--- src/hdl/tst_pkg.sv ---
// shared types and constants for the timer slot table
// no dependencies; imported by every module of the block
`default_nettype none

package tst_pkg;

  // table geometry
  localparam int SLOT_COUNT = 64;
  localparam int SLOT_W     = (SLOT_COUNT > 1) ? $clog2(SLOT_COUNT) : 1;

  // field widths
  localparam int TIME_W  = 48;
  localparam int TAG_W   = 32;
  localparam int DELAY_W = 24;
  localparam int MS_W    = 10;
  localparam int PROD_W  = DELAY_W + MS_W;
  localparam int SLOTF_W = 6;

  localparam logic [MS_W-1:0]     US_PER_MS = MS_W'(1000);
  localparam logic [TIME_W-1:0]   TIME_MAX  = '1;
  localparam logic [SLOT_W-1:0]   LAST_SLOT = SLOT_W'(SLOT_COUNT - 1);
  localparam logic [SLOT_W-1:0]   FIRST_SLOT = SLOT_W'(1);

  typedef enum logic [1:0] {
    CMD_SCHED = 2'd0,
    CMD_RUN   = 2'd1,
    CMD_DEL   = 2'd2,
    CMD_NOP   = 2'd3
  } cmd_t;

  typedef enum logic [2:0] {
    ST_SCHEDULED = 3'd0,
    ST_FULL      = 3'd1,
    ST_FIRED     = 3'd2,
    ST_NONE_DUE  = 3'd3,
    ST_DELETED   = 3'd4,
    ST_ALREADY   = 3'd5,
    ST_BAD_ID    = 3'd6
  } status_t;

  typedef struct packed {
    cmd_t                cmd;
    logic [TIME_W-1:0]   now_us;
    logic [DELAY_W-1:0]  delay_ms;
    logic [TAG_W-1:0]    tag;
    logic signed [7:0]   slot_id;
  } req_t;

  typedef struct packed {
    status_t             status;
    logic [SLOTF_W-1:0]  slot;
    logic [TAG_W-1:0]    fired_tag;
    logic                last;
    logic                next_valid;
    logic [TIME_W-1:0]   next_deadline_us;
  } rsp_t;

  // one slot as read back from the store
  typedef struct packed {
    logic                vld;
    logic [TIME_W-1:0]   deadline;
    logic [TAG_W-1:0]    tag;
  } slot_rd_t;

  // decision of the compare unit for one slot
  typedef struct packed {
    logic take;
    logic due;
    logic free;
  } verdict_t;

endpackage

`default_nettype wire

--- src/hdl/tst_judge.sv ---
// shared compare unit: due test and running-minimum compare for one slot
// depends on tst_pkg
`default_nettype none

module tst_judge (
  input  tst_pkg::cmd_t                 cmd,
  input  wire [tst_pkg::TIME_W-1:0]     now,
  input  wire                           del_hit,
  input  wire [tst_pkg::SLOT_W-1:0]     del_idx,
  input  wire [tst_pkg::SLOT_W-1:0]     idx,
  input  tst_pkg::slot_rd_t             rd,
  input  wire                           fin,
  input  wire                           sched_ok,
  input  wire [tst_pkg::TIME_W-1:0]     dl_new,
  input  wire                           best_found,
  input  wire [tst_pkg::TIME_W-1:0]     best,
  output tst_pkg::verdict_t             verdict
);
  import tst_pkg::*;

  logic [TIME_W-1:0] cand;
  logic              lt;
  logic              due;
  logic              contrib;

  // the one minimum comparator, shared by the scan and the final merge
  assign cand = fin ? dl_new : rd.deadline;
  assign lt   = cand < best;

  // a slot is due when its deadline is at or before now
  assign due = !fin && rd.vld && (cmd == CMD_RUN) && !(now < rd.deadline);

  // slots that stay pending after the command
  always_comb begin
    if (fin) begin
      contrib = sched_ok;
    end else begin
      contrib = rd.vld && !due && !((cmd == CMD_DEL) && del_hit && (idx == del_idx));
    end
  end

  assign verdict.take = contrib && (!best_found || lt);
  assign verdict.due  = due;
  assign verdict.free = !fin && !rd.vld;

endmodule

`default_nettype wire

--- config.mk ---
export PLATFORM = sky130hd
export DESIGN_NAME = tst_judge
export DESIGN_NICKNAME = d
export VERILOG_FILES = /design/src/hdl/tst_pkg.sv /design/src/hdl/tst_judge.sv
export SDC_FILE = /design/constraint.sdc
export NUM_CORES = 1
export LEC_CHECK = 0
export ABC_CLOCK_PERIOD_IN_PS = 8100
export BUFFER_PORTS_ARGS = -buffer_cell sky130_fd_sc_hd__buf_2
export CAP_MARGIN = 30
export CORE_AREA = 2 2 95 97
export DETAILED_ROUTE_END_ITERATION = 7
export DIE_AREA = 0 0 97 99
export PLACE_DENSITY = 0.73
export SYNTH_ARGS = -nofsm -noshare
export SYNTH_HDL_FRONTEND = slang
export SYNTH_SLANG_ARGS = --single-unit
--- constraint.sdc ---
create_clock -name vclk -period 8.1
set_input_delay 1.62 -clock vclk [all_inputs]
set_output_delay 1.62 -clock vclk [all_outputs]
set_load 0.1 [all_outputs]
==> run_results.csv <==
group,metric,value,unit
finish,post_layout_nonfiller_instances,763,
yosys,synth_top_area_cell,"sky130_fd_sc_hd__ha_1",
yosys,synthSimpleGateAreaFrac,19.4,%
floorplanning,initial_core_util,34.7,%
critical_path,path_delay_family,"buffers and inverters",
global_routing,grt_pass1_wl,15400,um
yosys,synth_cell_types,42,
yosys,synth-compound-area-share,25.3,%
power,p_int,99.1,uW
power,irDropWorstVdd,0.0202,mV
timing,relSlewSlack,40.4,%
outcome,run_status,"finished, final reports clean",
timing,fin_crit,6.60,ns
placed_design,dp_worst_setup_slack,1.46,ns
routing,remaining_design_rule_violation_count,0,
cts,holdBufCountCts,0,
finish,nNetsFinal,994,
yosys,postSynthCellCount,452,
floorplanning,fp.coreArea,0.00855,sq mm
timing,fmax,152,MHz
finish,sequential_cell_total,0,
critical_path,timing.critical_path.cells,"buf_2 > buf_4 > o21ai_0 > ha_1 > a21oi_1 > nor2_1 > a211oi_1 > nor3_1 > a2111oi_0 > o22ai_1 > o21ai_0 > and3_1 > buf_2",
yosys,synth-xor-area-share,1.77,%
global_routing,global_route.usage.total,18.5,%
critical_path,crit_path_buffers_inverters,3,
yosys,synth.cell_area,0.00297,sq mm
placed_design,place.detailed.hpwl,8660,um
finish,multi_input_area,0.00256,sq mm
timing,finalHoldViolations,0,
critical_path,setup.worst_path.end_class,"output port",
yosys,post-synth-top-area-fraction,39.6,%
yosys,syn_nets,789,
routing,detail_route.wl_per_cell,12.2,um
routing,ant_nets,0,
global_routing,first_global_vias,3806,
timing,fin_ws,1.50,ns
global_routing,grt_start_max_net_pins,70,
yosys,largest_family_of_logic_cells_by_synthesized_area,"adder cells",
global_routing,antenna_found_initial,0,
power,pwr-share-seq,0,%
power,power-per-cell-area,49.4,mW/mm^2
floorplanning,chipWidth,97,um
yosys,synth_area_leaders,"sky130_fd_sc_hd__ha_1 40%, sky130_fd_sc_hd__inv_1 12%, sky130_fd_sc_hd__o21ai_0 9.6%",
job,max_cap_viol_count,0,
yosys,synthesis_warning_total,0,
critical_path,endpoint_required_time_on_the_critical_path,6.48,ns
critical_path,worst_path_fanout_max,69,
routing,detail_route.iter0.violations,91,
timing,setup-violations-final,0,
routing,wl,9320,um
floorplanning,die_height,99,um
finish,area_growth,39.2,%
finish,layout-drive-gt1-share,34.0,%
critical_path,worst_path_largest_cell_delay,0.55,ns
power,combPwrFrac,100.0,%
global_routing,overflow,0,
power,power.leakage,2.61,nW
critical_path,path_class,"primary input to output port",
placed_design,numPortBuffers,214,
power,switching_share,51.5,%
floorplanning,placement_rows,34,
yosys,post_synthesis_sequential_area_ratio,0,%
hold_path,hold_path_class,"primary input to output port",
yosys,syn_area_per_cell,6.57,sq um
timing,grt_setup_unrepaired,"no",
finish,diodes,0,
routing,drtPass1Iterations,4,
timing,final_min_period_over_clock_period,81.5,%
timing,final-max-slew-violation-count,0,
yosys,synth_cell_count_leaders,"94 x sky130_fd_sc_hd__ha_1, 94 x sky130_fd_sc_hd__inv_1, 65 x sky130_fd_sc_hd__nand2_1, 57 x sky130_fd_sc_hd__o21ai_0, 31 x sky130_fd_sc_hd__a21oi_1",
yosys,muxShareOfSynthArea,0.337,%
finish,fill_cells,888,
finish,final-seq-area,0,sq um
timing,timing.setup.tns,0,ns
timing,tightest_slew,0.872,ns
critical_path,worst-endpoint-arrival,4.98,ns
power,clock_power_share,0,%
yosys,synth-adder-area-share,39.6,%
routing,routed-via-count,3713,
critical_path,worstSetupStartpointType,"primary input",
critical_path,timing.critical_path.slowest_stage_cell,"sky130_fd_sc_hd__buf_4",
routing,avgViaCountPerCell,4.87,
power,power_switching,105,uW
cts,ctsResizeCount,0,
floorplanning,pin_count,246,
placed_design,place_inst,763,
cts,cts_setup_buffers,0,
placed_design,gp_congestion,0.865,
power,design_power_total,204,uW
finish,clkbuf_count,0,
floorplanning,fp.dieArea,0.00960,sq mm
==> cells by family (layout without fill, tap and decap cells) <==
family / count (synthesis) / after routing
buffers and inverters: 106 / 309
AND/OR/NAND/NOR: 120 / 120
multiplexers: 1 / 1
AO/OA/AOI/OAI: 125 / 125
adder cells (fa/ha/maj): 94 / 94
XOR/XNOR: 6 / 6
==> stage by stage <==
step           area (sq um)  util [%]  hold slack [ns]
2_1_floorplan          2970         -             3.58
3_3_place_gp           4130      48.3             3.65
3_5_place_dp           4130      48.3             3.66
4_1_cts                4130      48.3             3.66
5_1_grt                4130      48.3             3.68
6_report               4130      48.3             3.66
==> cell type report <==
class | instances | share of cell area (%)
tap | 108 | 3.27
multi-input combinational | 346 | 62.1
inverter | 94 | 8.54
timing repair buffer | 215 | 26.1
==> final timing paths <==
path / start / endpoint / cells after the start
max: fin / verdict[2] / 13
min: rd[80] / verdict[0] / 3
==> cells in the final DEF (no fill, tap or decap), types with 2 or more instances in the layout <==
cell type,netlist,final
sky130_fd_sc_hd__a21o_1,15,15
sky130_fd_sc_hd__nand2_1,65,65
sky130_fd_sc_hd__ha_1,94,94
sky130_fd_sc_hd__nand4_1,19,19
sky130_fd_sc_hd__a2111oi_0,3,3
sky130_fd_sc_hd__a21oi_1,31,31
sky130_fd_sc_hd__or4_1,2,2
sky130_fd_sc_hd__o21ai_1,3,3
sky130_fd_sc_hd__nor4_1,4,4
sky130_fd_sc_hd__nor3_1,3,3
sky130_fd_sc_hd__xor2_1,5,5
sky130_fd_sc_hd__inv_1,94,94
sky130_fd_sc_hd__nor2b_1,3,3
sky130_fd_sc_hd__a21oi_2,3,3
sky130_fd_sc_hd__a211oi_1,2,2
sky130_fd_sc_hd__nor2_1,6,6
sky130_fd_sc_hd__o21ai_0,57,57
sky130_fd_sc_hd__nand2b_1,6,6
sky130_fd_sc_hd__buf_2,1,214
sky130_fd_sc_hd__nand3_1,6,6
==> power groups by stage <==
stage	sequential [mW]	combinational [mW]	clock [mW]
2_1_floorplan	0	0.122	0
3_3_place_gp	0	0.197	0
3_5_place_dp	0	0.205	0
4_1_cts	0	0.206	0
5_1_grt	0	0.236	0
6_report	0	0.204	0
==> layer usage <==
metal | vias to the layer above | wire [um] | global-route usage (%)
met3 | 4 | 566 | 1.63
met4 | 0 | 43 | 0.975
met2 | 130 | 4820 | 38.0
met1 | 1609 | 3880 | 21.3
met5 | - | 0 | 0
li1 | 1970 | - | -
Note: power is estimated with default switching activity, not from simulation.
